### config.mk
export PLATFORM = sky130hd
export DESIGN_NAME = bnsp_axis
export DESIGN_NICKNAME = d
export VERILOG_FILES = /design/src/rtl/bnsp_pkg.sv /design/src/rtl/bnsp_axis.sv
export SDC_FILE = /design/constraint.sdc
export NUM_CORES = 1
export LEC_CHECK = 0
export BUFFER_PORTS_ARGS = -buffer_cell sky130_fd_sc_hd__buf_2
export CORE_ASPECT_RATIO = 0.5
export CORE_MARGIN = 4
export CORE_UTILIZATION = 25
export CTS_CLUSTER_DIAMETER = 50
export DETAILED_ROUTE_END_ITERATION = 10
export HOLD_SLACK_MARGIN = 0.1
export PLACE_DENSITY = 0.48
export SYNTH_ARGS = -nofsm -noshare
export SYNTH_HDL_FRONTEND = slang
export SYNTH_SLANG_ARGS = --single-unit
### constraint.sdc
create_clock -name clk -period 5.33 [get_ports clk]
set_input_delay 1.066 -clock clk [delete_from_list [all_inputs] [get_ports clk]]
set_output_delay 1.066 -clock clk [all_outputs]
set_load 0.05 [all_outputs]
### src/rtl/bnsp_pkg.sv
`default_nettype none

package bnsp_pkg;

  localparam int COORD_WIDTH_DEF = 32;
  localparam int DIST_W          = 64;
  localparam int FACE_W          = 3;
  localparam int CFG_IDX_W       = 3;
  localparam int PIPE_DEPTH      = 7;

  localparam logic [63:0] BOX_MIN_RESET = 64'd0;
  localparam logic [63:0] BOX_MAX_RESET = 64'd65536;

  localparam logic [FACE_W-1:0] FACE_MISS = 3'd6;

  localparam logic REQ_FACE = 1'b0;
  localparam logic REQ_EDGE = 1'b1;

  localparam logic [CFG_IDX_W-1:0] CFG_MIN_X = 3'd0;
  localparam logic [CFG_IDX_W-1:0] CFG_MIN_Y = 3'd1;
  localparam logic [CFG_IDX_W-1:0] CFG_MIN_Z = 3'd2;
  localparam logic [CFG_IDX_W-1:0] CFG_MAX_X = 3'd3;
  localparam logic [CFG_IDX_W-1:0] CFG_MAX_Y = 3'd4;
  localparam logic [CFG_IDX_W-1:0] CFG_MAX_Z = 3'd5;

  typedef logic [1:0] axis_idx_t;

  localparam axis_idx_t AXIS_X = 2'd0;
  localparam axis_idx_t AXIS_Y = 2'd1;
  localparam axis_idx_t AXIS_Z = 2'd2;

  typedef struct packed {
    logic clamped;   // sample lay outside the slab on this axis
    logic wall_lo;   // chosen wall coordinate equals the min bound
  } axis_flags_t;

  function automatic logic [FACE_W-1:0] face_code(axis_idx_t ax, logic wall_lo);
    face_code = {ax, ~wall_lo};
  endfunction

  function automatic logic [DIST_W-1:0] sat_add(logic [DIST_W-1:0] a,
                                                logic [DIST_W-1:0] b);
    logic [DIST_W:0] sum;
    sum = {1'b0, a} + {1'b0, b};
    sat_add = sum[DIST_W] ? '1 : sum[DIST_W-1:0];
  endfunction

endpackage

`default_nettype wire

### src/rtl/bnsp_axis.sv
`default_nettype none

module bnsp_axis import bnsp_pkg::*; #(
  parameter int COORD_WIDTH = COORD_WIDTH_DEF
) (
  input  wire logic                   clk,
  input  wire logic                   en,
  input  wire logic [COORD_WIDTH-1:0] sample,
  input  wire logic [COORD_WIDTH-1:0] box_lo,
  input  wire logic [COORD_WIDTH-1:0] box_hi,
  output logic      [COORD_WIDTH-1:0] s_q,
  output logic      [COORD_WIDTH-1:0] wall_q,
  output logic      [COORD_WIDTH-1:0] d_q,
  output axis_flags_t                 flags_q
);

  localparam int SW = COORD_WIDTH + 2;
  localparam int DW = COORD_WIDTH + 1;

  logic signed [COORD_WIDTH-1:0] s_sg;
  logic signed [COORD_WIDTH-1:0] lo_sg;
  logic signed [COORD_WIDTH-1:0] hi_sg;
  logic signed [SW-1:0]          twice_s;
  logic signed [SW-1:0]          bound_sum;
  logic                          below;
  logic                          above;
  logic                          upper;
  logic                          flat;
  logic [COORD_WIDTH-1:0]        wall_next;
  axis_flags_t                   flags_next;

  logic [COORD_WIDTH-1:0]        s1;
  logic [COORD_WIDTH-1:0]        wall1;
  axis_flags_t                   flags1;

  logic signed [DW-1:0]          diff;
  logic [COORD_WIDTH-1:0]        d_next;

  assign s_sg      = signed'(sample);
  assign lo_sg     = signed'(box_lo);
  assign hi_sg     = signed'(box_hi);
  // midpoint test done exactly as 2*s > lo+hi
  assign twice_s   = {s_sg[COORD_WIDTH-1], s_sg, 1'b0};
  assign bound_sum = SW'(lo_sg) + SW'(hi_sg);
  assign below     = s_sg < lo_sg;
  assign above     = s_sg > hi_sg;
  assign upper     = twice_s > bound_sum;
  assign flat      = box_lo == box_hi;

  always_comb begin
    flags_next = '0;
    if (below) begin
      wall_next          = box_lo;
      flags_next.clamped = 1'b1;
      flags_next.wall_lo = 1'b1;
    end else if (above) begin
      wall_next          = box_hi;
      flags_next.clamped = 1'b1;
      flags_next.wall_lo = flat;
    end else if (upper) begin
      wall_next          = box_hi;
      flags_next.wall_lo = flat;
    end else begin
      wall_next          = box_lo;
      flags_next.wall_lo = 1'b1;
    end
  end

  always_ff @(posedge clk) begin
    if (en) begin
      s1     <= sample;
      wall1  <= wall_next;
      flags1 <= flags_next;
    end
  end

  assign diff   = DW'(signed'(s1)) - DW'(signed'(wall1));
  assign d_next = diff[DW-1] ? COORD_WIDTH'(-diff) : COORD_WIDTH'(diff);

  always_ff @(posedge clk) begin
    if (en) begin
      s_q     <= s1;
      wall_q  <= wall1;
      d_q     <= d_next;
      flags_q <= flags1;
    end
  end

endmodule

`default_nettype wire

# Yosys cells after proc, flatten, opt, wreduce, memory -nomap -nowiden
# Cells that the tools add are included.
[totals]
output_inout_bits = 98
in_bits = 98
word_cells = 23
register_bits = 164
[classes]
n_eq_ne = 1
mux = 7
order_cmp = 3
addsub = 3
[op_table]
columns = ["op", "count"]
rows = [
  ["$mux 32", 4],
  ["$add 32x32->33", 1],
  ["$gt 33x33->1", 1],
  ["$sub 32x32->33", 1],
  ["$eq 32x32->1", 1],
  ["$gt 32x32->1", 1],
  ["$lt 32x32->1", 1],
  ["$neg 32->32", 1],
  ["$mux 1", 3],
]

# Depth between registers and ports, before layout
[logic_depth]
depth_word = 5
ltp_mapped = 24

# Least setup slack after synthesis
# No wires, ideal clock.
[synth_timing]
path_kind = "input-to-reg"
startpoint = "input box_lo[1]"
endpoint = "register wall1[10] (data pin)"
n_path_buf = 1
path_slack_ns = 0.004
stages = 22
arrival_ns = 5.061
required_ns = 5.065
cell_sequence = "ha_1 a21o_1 a21oi_1 nor2b_1 o31ai_1 o31ai_1 a32oi_1 o311ai_0 a211o_1 a21oi_1 xor2_1 ha_1 a21o_1 a21o_1 a21oi_1 nor2b_1 o21ai_0 nand4_1 o21ai_0 a21oi_1 buf_2 mux2i_1"
[synth_between]
elab_chain_len = 5
[synth_rtl]
columns = ["element", "line_no", "text"]
rows = [
  ["start, declared", "bnsp_axis.sv:9", "input wire logic [COORD_WIDTH-1:0] box_lo,"],
  ["$add 32x32->33", "bnsp_axis.sv:44", "assign bound_sum = SW'(lo_sg) + SW'(hi_sg);"],
  ["$gt 33x33->1", "bnsp_axis.sv:47", "assign upper = twice_s > bound_sum;"],
  ["$mux 32", "bnsp_axis.sv:60", "end else if (upper) begin"],
  ["$mux 32", "bnsp_axis.sv:56", "end else if (above) begin"],
  ["$mux 32 (*)", "bnsp_axis.sv:52", "if (below) begin"],
  ["net wall_next[10]", "bnsp_axis.sv:29", "logic [COORD_WIDTH-1:0] wall_next;"],
  ["end signal, assigned", "bnsp_axis.sv:72", "wall1 <= wall_next;"],
  ["end, declared", "bnsp_axis.sv:33", "logic [COORD_WIDTH-1:0] wall1;"],
]
# Mark *: on every way through the listed nets, which the timed path passes. The rest lies on a longest branch.
# A chain may end at the register's enable or synchronous reset.

# Worst setup path in the final report
[layout_timing]
startpoint = "input box_lo[0]"
endpoint = "register wall1[1] (data pin)"
# The elaborated chain is that of the path after synthesis.

==> flow_results.org <==
** Layout
- Leading cell type in the layout, fill and taps excluded :: sky130_fd_sc_hd__buf_2
- The library cells used most frequently in the layout, excluding fill and tap cells, are sky130_fd_sc_hd__buf_2 (194), sky130_fd_sc_hd__edfxtp_1 (164), sky130_fd_sc_hd__ha_1 (159), sky130_fd_sc_hd__inv_1 (113), sky130_fd_sc_hd__a21oi_1 (83).
- The post-route netlist has 23.53% of its cells at a drive strength greater than 1.
- Relative to the synthesized area, the layout overhead comes to 24.84%.
- The net count of the finished layout is between 1500 and 2000.
- The layout has ~4900 filler cells.
- At the end of the flow the core is filled with cells to a little under a third.

** STA
- Setup repair after global routing missed its margin :: true
- Slew at the pin with the worst max-slew slack :: 864.2 ps
- Of the available clock period, the critical path in the final layout requires 96.33%.
- Measured against its own limit, the worst slew margin works out to between 40% and 50%.
- The hold violation total from the final report came to 0.
- For the final database, setup skew stands at 8.527 ps.
- Final worst setup slack :: between 150 and 200 ps
- Clock period minus final worst setup slack :: around 5100 ps
- Final setup vio count :: 0
- Based on the critical path, the design can be clocked at up to just under 200 MHz.
- Accumulated negative setup slack :: 0 ps
- The count of pins over their slew limit is 0.
- Final Hold Slack :: 426.1 ps

** Floorplan
- After floorplanning, the core was sized to cover 46950 µm².
- Die X :: 316.6 µm
- Full die area :: roughly 50000 µm²
- The floorplan step set the die height to 162.3 µm.
- The floorplan has 56 rows.
- Initial Util :: approximately a quarter
- During I/O placement, the number of pins put on the boundary was approximately 200.

** Worst setup path
- Total buffers and inverters traversed by the critical path :: 6
- Crit path max fanout :: 11
- The cell family contributing the most delay on the critical path is compound AO/OA/AOI/OAI gates.
- The worst setup path is of the input pin to register kind.
- The worst setup path is launched from an input pin.
- Data arrives at the worst endpoint at ~5300 ps.
- The largest single stage delay on the critical path is approximately 330 ps.
- Data on the critical path is required at its endpoint by approximately 5500 ps.
- The slowest stage of the critical path is the sky130_fd_sc_hd__fa_2 cell.
- By instance count, the cell type seen most on the critical path is sky130_fd_sc_hd__buf_4.
- STA classifies the critical path endpoint as a register.

** Yosys
- Async set or reset register ratio after synthesis :: 0%
- After synthesis, flip-flops and latches occupy 41.36% of the total area.
- After synthesis the netlist holds a flip-flop and latch count of between 150 and 200.
- The synthesized design devotes to its leading area cell type between 40% and 50% of total area.
- Main area contributors after synthesis :: sky130_fd_sc_hd__edfxtp_1 (41%), sky130_fd_sc_hd__ha_1 (17%), sky130_fd_sc_hd__a21o_1 (4.4%)
- Instance count of the mapped netlist :: about 1100
- Mean Syn Cell Area :: between 10 and 15 µm²
- Cell Area, Synth :: roughly 12000 µm²
- When the netlist entered floorplanning its net count stood at 1397.
- For this run, the leading register cell type out of synthesis is sky130_fd_sc_hd__edfxtp_1.
- For this run, the number of Yosys warnings is 0.
- Cell type with the largest total area after synthesis :: sky130_fd_sc_hd__edfxtp_1
- Synthesis instantiated between 70 and 80 different standard cells from the library.
- The synthesized design contains 164 enable-type register cells.

** Detailed routing
- Number of vias per cell :: between 4 and 5
- Number of vias in the routed layout :: 9435
- Iteration-0 DRC count of the detailed router :: ~600
- The detail route stage leaves a number of antenna-violating nets equal to 0.
- For this run, design rule violations remaining after detail routing come to 0.
- Detailed-route wire length :: 36.73 mm
- Routed wire length per instance :: 17.86 µm
- Detailed Routing Iterations Pass 1 :: 5

** Global route
- Largest net degree at the start of global routing :: 96
- Vias in the first global route :: 9188
- The first global-routing pass estimated approximately 55 mm of wire.
- The initial antenna violation count was 3.
- After global routing the overflow that remains totals 0.
- Global routing usage summed across all routing layers :: 14.00%

** Placed design
- The congestion estimate from routability-driven global placement came to 0.8647.
- Port buffer count :: 195
- Before CTS, the worst setup slack after placement is -774.0 ps.
- Half-perimeter wire length after detailed placement :: ~31 mm

** Power
- Dividing total power by cell area gives a power density of about 360 nW/µm².
- VDD sags by at most 233.6 µV.
- Leakage dissipation :: 6.731 nW
- The design draws between 5 and 6 mW.

** Clock tree
- Clock sink total :: roughly 160
- Clock-pin slew was measured on the worst setup and hold paths at ~60 ps.
- TritonCTS created 17 clock buffers.
- Clock tree from TritonCTS :: built
- Clock latency on the worst-skew pair, taken at its later pin, is ~430 ps.
- The root buffer cell chosen for the clock tree is sky130_fd_sc_hd__clkbuf_16.
- The clock passes through at most 2 buffers.
- In this run the number of H-tree levels came out at 4.

** Run
- The tool flagged a number of max-cap violations equal to 0.

** Run status
- The run finished with clean final reports.

** Worst hold path
- Worst hold path type :: register to register
worst reg2reg max path: stages, from the launching register on:
cell	delay, ps
sky130_fd_sc_hd__edfxtp_1	480
sky130_fd_sc_hd__ha_1	240
sky130_fd_sc_hd__inv_1	70
sky130_fd_sc_hd__fa_1	220
sky130_fd_sc_hd__a211oi_2	100
sky130_fd_sc_hd__o31ai_2	600
sky130_fd_sc_hd__a311oi_4	250
sky130_fd_sc_hd__o21ai_1	450
sky130_fd_sc_hd__a41oi_1	260
sky130_fd_sc_hd__o2bb2ai_1	240
sky130_fd_sc_hd__nor3b_2	210
sky130_fd_sc_hd__a211o_1	590
sky130_fd_sc_hd__nor2_1	140
sky130_fd_sc_hd__xor2_1	160
metal layers:
layer / vias to the layer above / wire, µm / track usage [%]
met4: 0 / 831 / 4.675
met1: 4456 / 17410 / 19.32
met2: 167 / 17480 / 23.01
met3: 35 / 1002 / 1.492
li1: 4777 / - / -
met5: - / 0 / 0
final timing paths:
kind              startpoint  cells after the start    endpoint  slack [ps]
hold / removal     flags1[0]                      0  flags_q[0]         430
setup reg to reg    wall1[0]                     13      d_q[9]        1030
setup / recovery   box_lo[0]                     27    wall1[1]         200
hold reg to reg    flags1[0]                      0  flags_q[0]         430
kinds of logic after synthesis:
kind of cell	share of synthesized area [%]
adders and majority gates	17.15
buffers and inverters	4.539
DFF	41.36
AOI/OAI and AO/OA	17.35
and+or+nand+nor	10.87
xor gates and xnor gates	5.958
muxes	2.785
sequential cells by signal (all words and copies together), names as in the netlist:
name	flops
d_q	32
flags1	2
flags_q	2
s1	32
s_q	32
wall1	32
wall_q	32
through the flow:
stage / area, µm² / instances
after floorplan: 11910 / 1137
after global placement: 14120 / 2016
after detailed placement: 14120 / 2016
after CTS: 14710 / 2048
after global routing: 14870 / 2056
final: 14870 / 2056
where the power goes:
part	internal [mW]	leakage (nW)	switching (mW)
clock network	0.687	0.267	0.507
logic	0.833	4.86	1.54
registers	1.72	1.61	0.104
total	3.24	6.73	2.15
cell usage after synthesis, types with 11 or more instances:
master	count
sky130_fd_sc_hd__nand3_1	14
sky130_fd_sc_hd__a31oi_1	13
sky130_fd_sc_hd__a21o_1	69
sky130_fd_sc_hd__nand2_1	57
sky130_fd_sc_hd__mux2i_1	32
sky130_fd_sc_hd__xor2_1	31
sky130_fd_sc_hd__nor2b_1	14
sky130_fd_sc_hd__nor2_1	71
sky130_fd_sc_hd__a21oi_1	91
sky130_fd_sc_hd__edfxtp_1	164
sky130_fd_sc_hd__xnor2_1	50
sky130_fd_sc_hd__inv_1	113
sky130_fd_sc_hd__ha_1	160
sky130_fd_sc_hd__o21ai_0	47
sky130_fd_sc_hd__nor4_1	11
sky130_fd_sc_hd__nand4_1	31
area by class of cell:
cell class / instances / area, µm² / area share, %
Timing Repair Buffer: 268 / 1585 / 10.66
Sequential cell: 164 / 4925 / 33.13
Antenna cell: 3 / 7.507 / 0.05050
Inverter: 113 / 424.2 / 2.853
Multi-Input combinational cell: 838 / 6563 / 44.15
Tap cell: 638 / 798.3 / 5.370
Clock buffer: 19 / 432.9 / 2.912
Clock inverter: 13 / 130.1 / 0.8753
what timing repair did:
| action | CTS | global route |
|---|---|---|
| resized for setup | 6 | 18 |
| hold buffers | 0 | 0 |
| pin swaps | 0 | 8 |
| setup buffers | 0 | 4 |
| cloned | 0 | 1 |
| endpoints found under the setup margin | 33 | 33 |
No activity file was read; power rests on OpenSTA's default activity.
