===== src/rtl/bnsp_pkg.sv =====
`default_nettype none

package bnsp_pkg;

  localparam int COORD_WIDTH_DEF = 32;
  localparam int DIST_W          = 64;
  localparam int FACE_W          = 3;
  localparam int CFG_IDX_W       = 3;
  localparam int PIPE_DEPTH      = 7;

  localparam logic [63:0] BOX_MIN_RESET = 64'd0;
  localparam logic [63:0] BOX_MAX_RESET = 64'd65536;

  localparam logic [FACE_W-1:0] FACE_MISS = 3'd6;

  localparam logic REQ_FACE = 1'b0;
  localparam logic REQ_EDGE = 1'b1;

  localparam logic [CFG_IDX_W-1:0] CFG_MIN_X = 3'd0;
  localparam logic [CFG_IDX_W-1:0] CFG_MIN_Y = 3'd1;
  localparam logic [CFG_IDX_W-1:0] CFG_MIN_Z = 3'd2;
  localparam logic [CFG_IDX_W-1:0] CFG_MAX_X = 3'd3;
  localparam logic [CFG_IDX_W-1:0] CFG_MAX_Y = 3'd4;
  localparam logic [CFG_IDX_W-1:0] CFG_MAX_Z = 3'd5;

  typedef logic [1:0] axis_idx_t;

  localparam axis_idx_t AXIS_X = 2'd0;
  localparam axis_idx_t AXIS_Y = 2'd1;
  localparam axis_idx_t AXIS_Z = 2'd2;

  typedef struct packed {
    logic clamped;   // sample lay outside the slab on this axis
    logic wall_lo;   // chosen wall coordinate equals the min bound
  } axis_flags_t;

  function automatic logic [FACE_W-1:0] face_code(axis_idx_t ax, logic wall_lo);
    face_code = {ax, ~wall_lo};
  endfunction

  function automatic logic [DIST_W-1:0] sat_add(logic [DIST_W-1:0] a,
                                                logic [DIST_W-1:0] b);
    logic [DIST_W:0] sum;
    sum = {1'b0, a} + {1'b0, b};
    sat_add = sum[DIST_W] ? '1 : sum[DIST_W-1:0];
  endfunction

endpackage

`default_nettype wire


===== src/rtl/bnsp_select.sv =====
`default_nettype none

module bnsp_select import bnsp_pkg::*; #(
  parameter int COORD_WIDTH = COORD_WIDTH_DEF
) (
  input  wire logic                         clk,
  input  wire logic                         en,
  input  wire logic                         req_type,
  input  wire logic [2:0][COORD_WIDTH-1:0]  s,
  input  wire logic [2:0][COORD_WIDTH-1:0]  wall,
  input  wire logic [2:0][COORD_WIDTH-1:0]  d,
  input  wire axis_flags_t [2:0]            flags,
  output logic      [2:0][COORD_WIDTH-1:0]  p_q,
  output logic      [2:0][COORD_WIDTH-1:0]  m_q,
  output logic      [FACE_W-1:0]            face_q
);

  logic       ge10;
  logic       ge20;
  logic       ge21;
  logic       lt01;
  logic       lt02;
  logic       lt12;
  logic [2:0] clamped;
  logic [2:0] mask;
  axis_idx_t  fax;

  assign ge10    = d[1] >= d[0];
  assign ge20    = d[2] >= d[0];
  assign ge21    = d[2] >= d[1];
  assign lt01    = d[0] < d[1];
  assign lt02    = d[0] < d[2];
  assign lt12    = d[1] < d[2];
  assign clamped = {flags[2].clamped, flags[1].clamped, flags[0].clamped};

  always_comb begin
    if (|clamped) begin
      // outside: clamp every offending axis, report the last one
      mask = clamped;
      if (clamped[2]) begin
        fax = AXIS_Z;
      end else if (clamped[1]) begin
        fax = AXIS_Y;
      end else begin
        fax = AXIS_X;
      end
    end else if (req_type == REQ_FACE) begin
      if (lt01 && lt02) begin
        fax = AXIS_X;
      end else if (!lt01 && lt12) begin
        fax = AXIS_Y;
      end else begin
        fax = AXIS_Z;
      end
      mask = 3'(3'b001 << fax);
    end else begin
      // drop the farthest wall (ties go to the later axis), face of the nearer-sorted second
      if (ge20 && ge21) begin
        mask = 3'b011;
        fax  = ge10 ? AXIS_Y : AXIS_X;
      end else if (ge10) begin
        mask = 3'b101;
        fax  = ge20 ? AXIS_Z : AXIS_X;
      end else begin
        mask = 3'b110;
        fax  = ge21 ? AXIS_Z : AXIS_Y;
      end
    end
  end

  always_ff @(posedge clk) begin
    if (en) begin
      for (int i = 0; i < 3; i++) begin
        p_q[i] <= mask[i] ? wall[i] : s[i];
        m_q[i] <= mask[i] ? d[i] : '0;
      end
      face_q <= face_code(fax, flags[fax].wall_lo);
    end
  end

endmodule

`default_nettype wire


===== config.mk =====
export PLATFORM = sky130hd
export DESIGN_NAME = bnsp_select
export DESIGN_NICKNAME = d
export VERILOG_FILES = /design/src/rtl/bnsp_pkg.sv /design/src/rtl/bnsp_select.sv
export SDC_FILE = /design/constraint.sdc
export NUM_CORES = 1
export LEC_CHECK = 0
export BUFFER_PORTS_ARGS = -buffer_cell sky130_fd_sc_hd__buf_2
export CORE_AREA = 3 3 189 191
export CTS_CLUSTER_SIZE = 40
export DETAILED_ROUTE_END_ITERATION = 10
export DIE_AREA = 0 0 192 194
export PLACE_DENSITY = 0.66
export SLEW_MARGIN = 20
export SYNTH_ARGS = -nofsm -noshare
export SYNTH_HDL_FRONTEND = slang
export SYNTH_SLANG_ARGS = --single-unit

===== constraint.sdc =====
create_clock -name clk -period 5.45 [get_ports clk]
set_input_delay 0.2725 -clock clk [delete_from_list [all_inputs] [get_ports clk]]
set_output_delay 0.2725 -clock clk [all_outputs]
set_load 0.02 [all_outputs]

* After elaboration in Yosys (flattened, before gate mapping) *
Index checks and enable logic that the tools add are counted.

storage, ports and cells
  latch bits = 0
  memory bits (writable) = 0
  memories kept = 0
  bits of input ports = 297
  ROM bits = 0
  flip-flop bits (word level) = 195

cells by class
  shift-type cells = 1
  $add $sub $neg = 0
  multiply operators = 0
  reductions and logical operators = 5
  bitwise gates (word level) = 1
  magnitude comparators = 7
  muxes and demuxes = 22
  equal/unequal tests = 0
  divide/modulo/power cells = 0

operator list
  kind                 number
  $ge 32x32->1         3
  $lt 32x32->1         3
  $mux 32              3
  $mux 2               12
  $mux 3               3
  $bmux 2 s2           1
  $logic_and 1x1->1    3
  $lt 2x3->1 const B   1
  $mux 1               3
  $reduce_or 3->1      1
  $shl 1x2->3 const A  1
  $logic_not 1->1      1
  $not 1->1            1

* Logic depth before layout (Yosys ltp) *
Gate-level depths: netlist of run 1.

  depth in word-level cells = 12
  depth in mapped cells = 13
  depth with buffers taken out = 11

* Worst setup path after synthesis of run 1 *
OpenSTA, ideal clock, no wires.

  path type = input to register
  start point = input port d[91] in the netlist's numbering
  end point = register p_q[10] in the netlist's numbering (data pin)
  setup slack = 2351 ps
  cell stages on the path = 12
  data required time = 5190 ps
  data arrival time = 2839 ps
  library setup time = 260 ps
  cells stage by stage = inv_1 ha_1 nand4_1 nor3_1 or4b_4 a211oi_2 nor3_1 o21ai_2 nand4_2 a41oi_4 buf_6 mux2_4

between the ends
  longest elaborated chain between the ends = 10

RTL lines
  what                             line               source
  from (decl)                      bnsp_select.sv:11  input wire logic [2:0][COORD_WIDTH-1:0] d,
  $lt 32x32->1                     bnsp_select.sv:33  assign lt12 = d[1] < d[2];
  $logic_and 1x1->1                bnsp_select.sv:50  end else if (!lt01 && lt12) begin
  $mux 2                           bnsp_select.sv:50
  $mux 2                           bnsp_select.sv:48  if (lt01 && lt02) begin
  $mux 2                           bnsp_select.sv:47  end else if (req_type == REQ_FACE) begin
  $mux 2                           bnsp_select.sv:37  if (|clamped) begin
  $shl 1x2->3                      bnsp_select.sv:55  mask = 3'(3'b001 << fax);
  $mux 3 *                         bnsp_select.sv:47
  $mux 3 *                         bnsp_select.sv:37
  $mux 32 *                        bnsp_select.sv:74  p_q[i] <= mask[i] ? wall[i] : s[i];
  to (signal, indexed assignment)  bnsp_select.sv:74
  to (decl)                        bnsp_select.sv:13  output logic [2:0][COORD_WIDTH-1:0] p_q,

Every way passes the cells marked *; elsewhere a longest branch is shown, timed or not. The select of a mux whose other input is x is not followed.
A chain may end at the register's enable or synchronous reset.

* Worst setup path in the final report of run 1 *
  start point = input port d[91] in the netlist's numbering
  end point = register p_q[54] in the netlist's numbering (data pin)

Same word-level chain as after synthesis.

==> metrics.md, run 1 <==
| Metric | Value |
|---|---|
| Status | `complete, no violations` |
| Global-route wire length before repair | `around 50 mm` |
| Core area | `~34,000 sq um` |
| Die Y | `between 150 and 200 um` |
| Resize count post-CTS | `0` |
| Static leakage | `6.272 nW` |
| Peak VDD IR | `a little over 0.0002 V` |
| Synth Instances | `~750` |
| Layout area overhead | `35.35%` |
| Largest family of logic cells by synthesized area | `adder cells` |
| Hold Crit Class | `input pin to flop` |
| Dpl cell area | `between 10,000 and 15,000 sq um` |
| Final period util | `between 60 and 70%` |
| Top cell type by total area after synthesis | `edfxtp_1` |
| EDFF count, synth | `about 200` |
| Synth unique cells | `between 40 and 50` |
| Slowest stage delay, CP | `about 0.63 ns` |
| Initial antenna violation count | `15` |
| RSZ-0062 raised after global routing | `no` |
| Reg power frac | `between 40% and 50%` |
| Crit path time final | `roughly 3.5 ns` |
| Fillers | `3,314` |
| # port buffers | `roughly 490` |
| # IOs | `roughly 490` |
| Die width | `approximately 190 um` |
| Yosys warns | `0` |
| Total power draw | `4.029 mW` |
| Root buf cell | `clkbuf_16` |
| Finished layout cell area | `between 10,000 and 15,000 sq um` |
| Worst Hold Launch | `wall[30]` |
| Post-synthesis sequential area ratio | `between 50 and 60%` |
| Pin count of the biggest net entering global routing | `85` |
| H-Tree Depth | `4` |
| Worst path top cell family by delay | `simple AND/OR/NAND/NOR gates` |
| Crit path capture type | `flop` |
| Setup CP Type | `input pin to flop` |
| Pwr/cell area | `~300 nW/um^2` |
| Die area | `~37,000 sq um` |
| HPWL after detailed placement | `approximately 29 mm` |
| Ys flop type | `edfxtp_1` |
| Final number of max-transition violations | `0` |
| Routability Congestion | `0.9319` |
| Slowest CP cell | `a21oi_4` |
| Post-synth net total | `1,144` |
| Max frequency | `roughly 290 MHz` |
| Vias in the first global route | `8,280` |
| Multiplexer share of the synthesized area | `between 10 and 15%` |
| Fin. Hold Viols | `0` |
| Int Pwr | `about 2.9 mW` |
| Clk buf depth | `2` |
| CP bufs+invs | `3` |
| Top-area cell type share of the netlist area | `between 50 and 60%` |
| Synth top area cells | `edfxtp_1, ha_1, mux2_2` |
| Adder-cell share of the synthesized area | `between 10% and 20%` |
| Drt total wl | `35.75 mm` |
| Fraction of layout cells with a size suffix above 1 | `48.34%` |
| Total gr overflow | `0` |
| Via count | `around 8,000` |
| Crit path DAT | `about 3.7 ns` |
| Clk pwr share | `between 30 and 40%` |
| Clock sinks | `between 150 and 200` |
| Asr flop ratio synth | `0%` |
| Drt drc | `0` |
| Net Switching | `around 1.1 mW` |
| CTS tree | `built` |
| Avg Vias per Cell | `4.635` |
| Post-Synth Simple-Gate Area | `under 10%` |
| Post-synthesis register bit count | `slightly below 200` |
| Dominant cell by count in the synthesized netlist | `edfxtp_1` |
| Worst-Margin Slew | `0.7683 ns` |
| Startpoint Class | `input pin` |
| Mapped Avg Cell Area | `approximately 14 sq um` |
| Final Non-Filler Cells | `approximately 1,700` |
| Slew HR | `approximately half` |
| Nets | `about 1,600` |
| Dpl cells | `about 1,700` |
| CP Cell Sequence | `buf_2, inv_1, ha_1, nand4_1, nor3_1, or4b_4, a211oi_2, nor3_1, o21ai_2, nand3_1, a21oi_4, buf_16, mux2_2` |
| Post-synthesis compound-gate area fraction | `between 5 and 6%` |
| Setup repair bufs after CTS | `0` |
| Switching share of power | `27.77%` |
| ANT nets after route | `0` |
| Hold_buf cts | `0` |
| Site row count | `68` |
| MaxCap Viol Count | `0` |
| Hold Path End | `p_q[30]` |
| Pre-antenna DRT Iters | `4` |
| Reg clk slew, reported paths | `~0.070 ns` |
| Commonest cells post-synth | `edfxtp_1, ha_1, inv_1, mux2_2, a21oi_1` |
| Crit path max fanout | `21` |
| Total track usage | `approximately 19%` |
| Mapped cell area | `10,210 sq um` |
| Wirelength per Cell | `20.69 um` |
| TritonCTS Buffers | `17` |
| Hold depth | `2` |
| Initial Utilization | `29.79%` |
| CP most frequent cell | `nor3_1` |
| Final setup violation count | `0` |
| Initial DRC count | `around 340` |
| Area share of xor/xnor cells in the synthesized design | `0%` |
| Combinational Power Share | `21.3%` |
| TNS Setup | `0 ns` |
| Worst Path Required | `5.63 ns` |
[how the worst max path moves through the flow]
stage	slack, ns	to	cells past startpoint	start
2_1_floorplan	2.35	p_q[10]	12	d[91]
3_3_place_gp	1.17	m_q[62]	13	d[91]
3_5_place_dp	1.43	p_q[35]	13	d[91]
4_1_cts	1.91	p_q[54]	13	d[91]
5_1_grt	1.63	p_q[54]	13	d[91]
6_report	1.94	p_q[54]	13	d[91]
[cells in the final DEF, fill, tap and decap left out, drive strengths merged, types with 4 or more instances in the layout]
master  instances
mux2           96
nand4          19
and2           32
nor3            6
inv            71
nor2b          34
bufinv          4
clkbuf         20
diode           9
o21ai          15
a21oi          44
edfxtp        195
nand2b          4
o211ai          4
nand3          14
buf           499
ha             96
a221oi          4
clkinv          7
nor2           41
a21o            4
nand2          25
[logic make-up (layout without fill, tap and decap cells)]
kind of cell | count (synthesis) | in the layout
AOI/OAI and AO/OA | 89 | 89
DFF | 195 | 195
other | 0 | 9
and+or+nand+nor | 186 | 186
muxes | 96 | 96
buffers and inverters | 89 | 602
adders and majority gates | 96 | 96
[metal layers]
layer	global-route usage [%]	up-vias	wire [um]
li1	-	3790	-
met1	20.45	3785	13290
met2	32.41	373	18000
met3	6.744	51	3377
met4	6.827	10	1025
met5	0	-	56
[power groups by stage]
stage                     Sequential [mW]  Combinational, mW  Clock, mW
final                                1.85              0.856       1.32
after CTS                            1.85              0.868       1.36
after global routing                 1.86              0.931       1.42
after global placement               1.88              0.845          0
after detailed placement             1.89              0.866          0
after floorplan                      2.07              0.283          0
[sequential cells by signal, summed over array words and instances (netlist names)]
register  cells
m_q          96
p_q          96
face_q        3
[per-stage QoR]
step | utilization (%) | hold WS, ns | setup slack (ns)
CTS | 40.26 | 0.08411 | 1.906
detailed placement | 38.52 | 0.5604 | 1.429
floorplan | - | 0.3850 | 2.351
global route | 40.30 | 0.09349 | 1.625
finish | 40.32 | 0.1174 | 1.943
global placement | 38.44 | 0.5536 | 1.169
[final cells by class]
cell class | count | area, sq um | share of cell area (%)
clock inverters | 12 | 163.9 | 1.186
clock buffers | 19 | 432.9 | 3.131
flip-flops and latches | 195 | 5856 | 42.35
multi-input cells | 467 | 3961 | 28.65
well taps | 455 | 569.3 | 4.118
repair buffers | 500 | 2554 | 18.47
inverters | 71 | 266.5 | 1.928
diodes | 9 | 22.52 | 0.1629
No activity file was read; power rests on OpenSTA's default activity.
==> inputs of run 2 (changes only) <==
--- a/config.mk
+++ b/config.mk
@@ -10,7 +10,7 @@
 export CTS_CLUSTER_SIZE = 40
 export DETAILED_ROUTE_END_ITERATION = 10
 export DIE_AREA = 0 0 192 194
-export PLACE_DENSITY = 0.66
+export PLACE_DENSITY = 0.68
 export SLEW_MARGIN = 20
 export SYNTH_ARGS = -nofsm -noshare
 export SYNTH_HDL_FRONTEND = slang
==> constraint.sdc (replaced) <==
create_clock -name clk -period 3.11 [get_ports clk]
set_input_delay 0.1555 -clock clk [delete_from_list [all_inputs] [get_ports clk]]
set_output_delay 0.1555 -clock clk [all_outputs]
set_load 0.02 [all_outputs]
==> run 2 against run 1 <==
Global-route usage is 1.4 points higher. Critical path depth is 2 higher. First-iteration DRC count is 16% higher. Power is 80% higher. Combinational power is 110% higher. Sequential cell count stayed put. Utilization is 7.8 points higher. Worst hold slack worse by 0.084 ns. Final cell count is 16% higher. Clock power is 64% higher. Critical endpoint is now m_q[75]. Largest cell class unchanged. Highest routed layer unchanged.
==> metrics.md, run 2 (synthesis gave the netlist of run 1 again) <==
| Metric | Value |
|---|---|
| Commonest non-fill, non-tap cell in the layout | `buf_2` |
| Worst-Margin Slew | `0.7362 ns (-0.03218 ns)` |
| MaxCap Viol Count | `0 (unchanged)` |
| Final setup violation count | `0 (unchanged)` |
| Max frequency | `around 330 MHz` |
| Switching share of power | `28.35% (+0.58 points)` |
| Final core occ | `48.08% (+7.8 points)` |
| Root buf cell | `clkbuf_16` |
| Most frequent cells in the layout | `buf_2, edfxtp_1, dlygate4sd3_1` |
| Finished layout cell area | `16,490 sq um (+19%)` |
| Die width | `192 um (unchanged)` |
| Nets | `1,925 (+17%)` |
| Reg clk slew, reported paths | `0.07 ns (about the same)` |
| Status | `complete, no violations` |
| Worst Path Required | `3.32 ns (-2.31 ns)` |
| Fillers | `3,033 (-8.5%)` |
| Hold Crit Class | `input pin to flop` |
| Levels on crit path | `15 (+2)` |
| Peak VDD IR | `0.0003685 V (+80%)` |
| # port buffers | `491 (unchanged)` |
| Die area | `37,250 sq um (unchanged)` |
| Crit path time final | `between 3 and 4 ns` |
| Top Registers | `m_q: 96 flops, p_q: 96 flops, face_q: 3 flops` |
| Net Switching | `2.057 mW (+84%)` |
| ANT nets after route | `0 (unchanged)` |
| Clk pwr share | `29.9% (-2.9 points)` |
| Layout area overhead | `61.40%` |
| Total gr overflow | `0 (unchanged)` |
| Drt drc | `0 (unchanged)` |
| CTS tree | `built` |
| Pre-antenna DRT Iters | `4 (unchanged)` |
| Die Y | `194 um (unchanged)` |
| TritonCTS Buffers | `17 (unchanged)` |
| Final number of max-transition violations | `0 (unchanged)` |
| Hold depth | `2 (unchanged)` |
| Static leakage | `7.528 nW (+20%)` |
| H-Tree Depth | `4 (unchanged)` |
| CP bufs+invs | `5 (+2)` |
| Crit path DAT | `3.23 ns (-0.46 ns)` |
| Routability Congestion | `0.9026 (-3.1%)` |
| Global-route wire length before repair | `55.51 mm (+9.1%)` |
| Site row count | `68 (unchanged)` |
| Vias in the first global route | `9,643 (+16%)` |
| CP most frequent cell | `buf_4` |
| Wirelength per Cell | `19.42 um (-6.1%)` |
| Combinational Power Share | `25.3% (+4.0 points)` |
| Initial antenna violation count | `11 (-4)` |
| CP Cell Sequence | `buf_2, inv_1, ha_1, a21oi_1, o21ai_0, a221o_1, a2111o_1, o21ai_1, o21ai_2, a21oi_2, o31ai_4, buf_4, buf_12, buf_4, and2_1` |
| HPWL after detailed placement | `29.42 mm (about the same)` |
| Total track usage | `19.95% (+1.4 points)` |
| Slowest CP cell | `a2111o_1` |
| Final period util | `between 90 and 100%` |
| Worst hold margin | `0.03306 ns (-0.08438 ns)` |
| Crit path max fanout | `20 (-4.8%)` |
| Via count | `9,154 (+14%)` |
| Slew HR | `50.92% (+2.1 points)` |
| Crit path capture type | `flop` |
| Avg Vias per Cell | `4.550 (-1.8%)` |
| Clock sinks | `195 (unchanged)` |
| Pwr/cell area | `440.2 nW/um^2 (+51%)` |
| Worst path top cell family by delay | `compound AO/OA/AOI/OAI gates` |
| Initial DRC count | `394 (+16%)` |
| Fraction of layout cells with a size suffix above 1 | `46.47% (-1.9 points)` |
| Clk buf depth | `2 (unchanged)` |
| Reg power frac | `44.8% (-1.2 points)` |
| Fin. Hold Viols | `0 (unchanged)` |
| Dpl cell area | `13,970 sq um (+5.8%)` |
| Core area | `34,290 sq um (unchanged)` |
| Pin count of the biggest net entering global routing | `83 (-2.4%)` |
| Slowest stage delay, CP | `0.50 ns (-0.13 ns)` |
| Initial Utilization | `29.79% (unchanged)` |
| # IOs | `492 (unchanged)` |
| Drt total wl | `39.06 mm (+9.3%)` |
| Setup CP Type | `input pin to flop` |
| Int Pwr | `5.200 mW (+79%)` |
| Startpoint Class | `input pin` |
-- run 2: path summary, 6_finish.rpt --
| check | start | endpoint | slack, ns |
|---|---|---|---|
| worst max-delay path | d[83] | m_q[75] | 0.09 |
| worst min-delay path | s[80] | p_q[80] | 0.03 |
-- run 2: cell type report --
class / instances / area [sq um] / area share, %
Antenna cell: 12 / 30.03 / 0.1821
Timing Repair Buffer: 780 / 5204 / 31.56
Multi-Input combinational cell: 467 / 3999 / 24.25
Clock inverter: 15 / 137.6 / 0.8348
Sequential cell: 195 / 5856 / 35.52
Clock buffer: 17 / 425.4 / 2.580
Inverter: 71 / 266.5 / 1.616
Tap cell: 455 / 569.3 / 3.453
-- run 2: per-stage QoR --
step / power (mW) / setup TNS [ns] / worst slack (ns) / std cells
after global routing: 7.580 / -0.03785 / -0.01470 / 2009
after floorplan: 4.121 / 0 / 0.1280 / 751
final: 7.258 / 0 / 0.09474 / 2012
after detailed placement: 4.917 / -49.67 / -0.3607 / 1782
after CTS: 7.289 / 0 / 0.1256 / 1994
after global placement: 4.881 / -35.27 / -0.2835 / 1782
-- run 2: timing repair --
action,in CTS,in global routing
buffers inserted,0,4
endpoints found under the hold margin,114,0
resized for setup,0,9
hold buffers,180,0
endpoints found under the setup margin,0,122
-- run 2: per-layer routing --
metal	up-vias	GRT usage (%)	routed length [um]
li1	4356	-	-
met1	4337	22.53	14900
met2	384	35.19	19860
met3	73	4.791	2928
met4	4	9.363	1355
met5	-	0	27
-- run 2: power groups by stage --
stage | logic, mW | registers (mW) | clock network [mW]
after floorplan | 0.497 | 3.62 | 0
after global placement | 1.59 | 3.29 | 0
after detailed placement | 1.62 | 3.30 | 0
after CTS | 1.80 | 3.24 | 2.24
after global routing | 1.98 | 3.27 | 2.33
final | 1.84 | 3.25 | 2.17
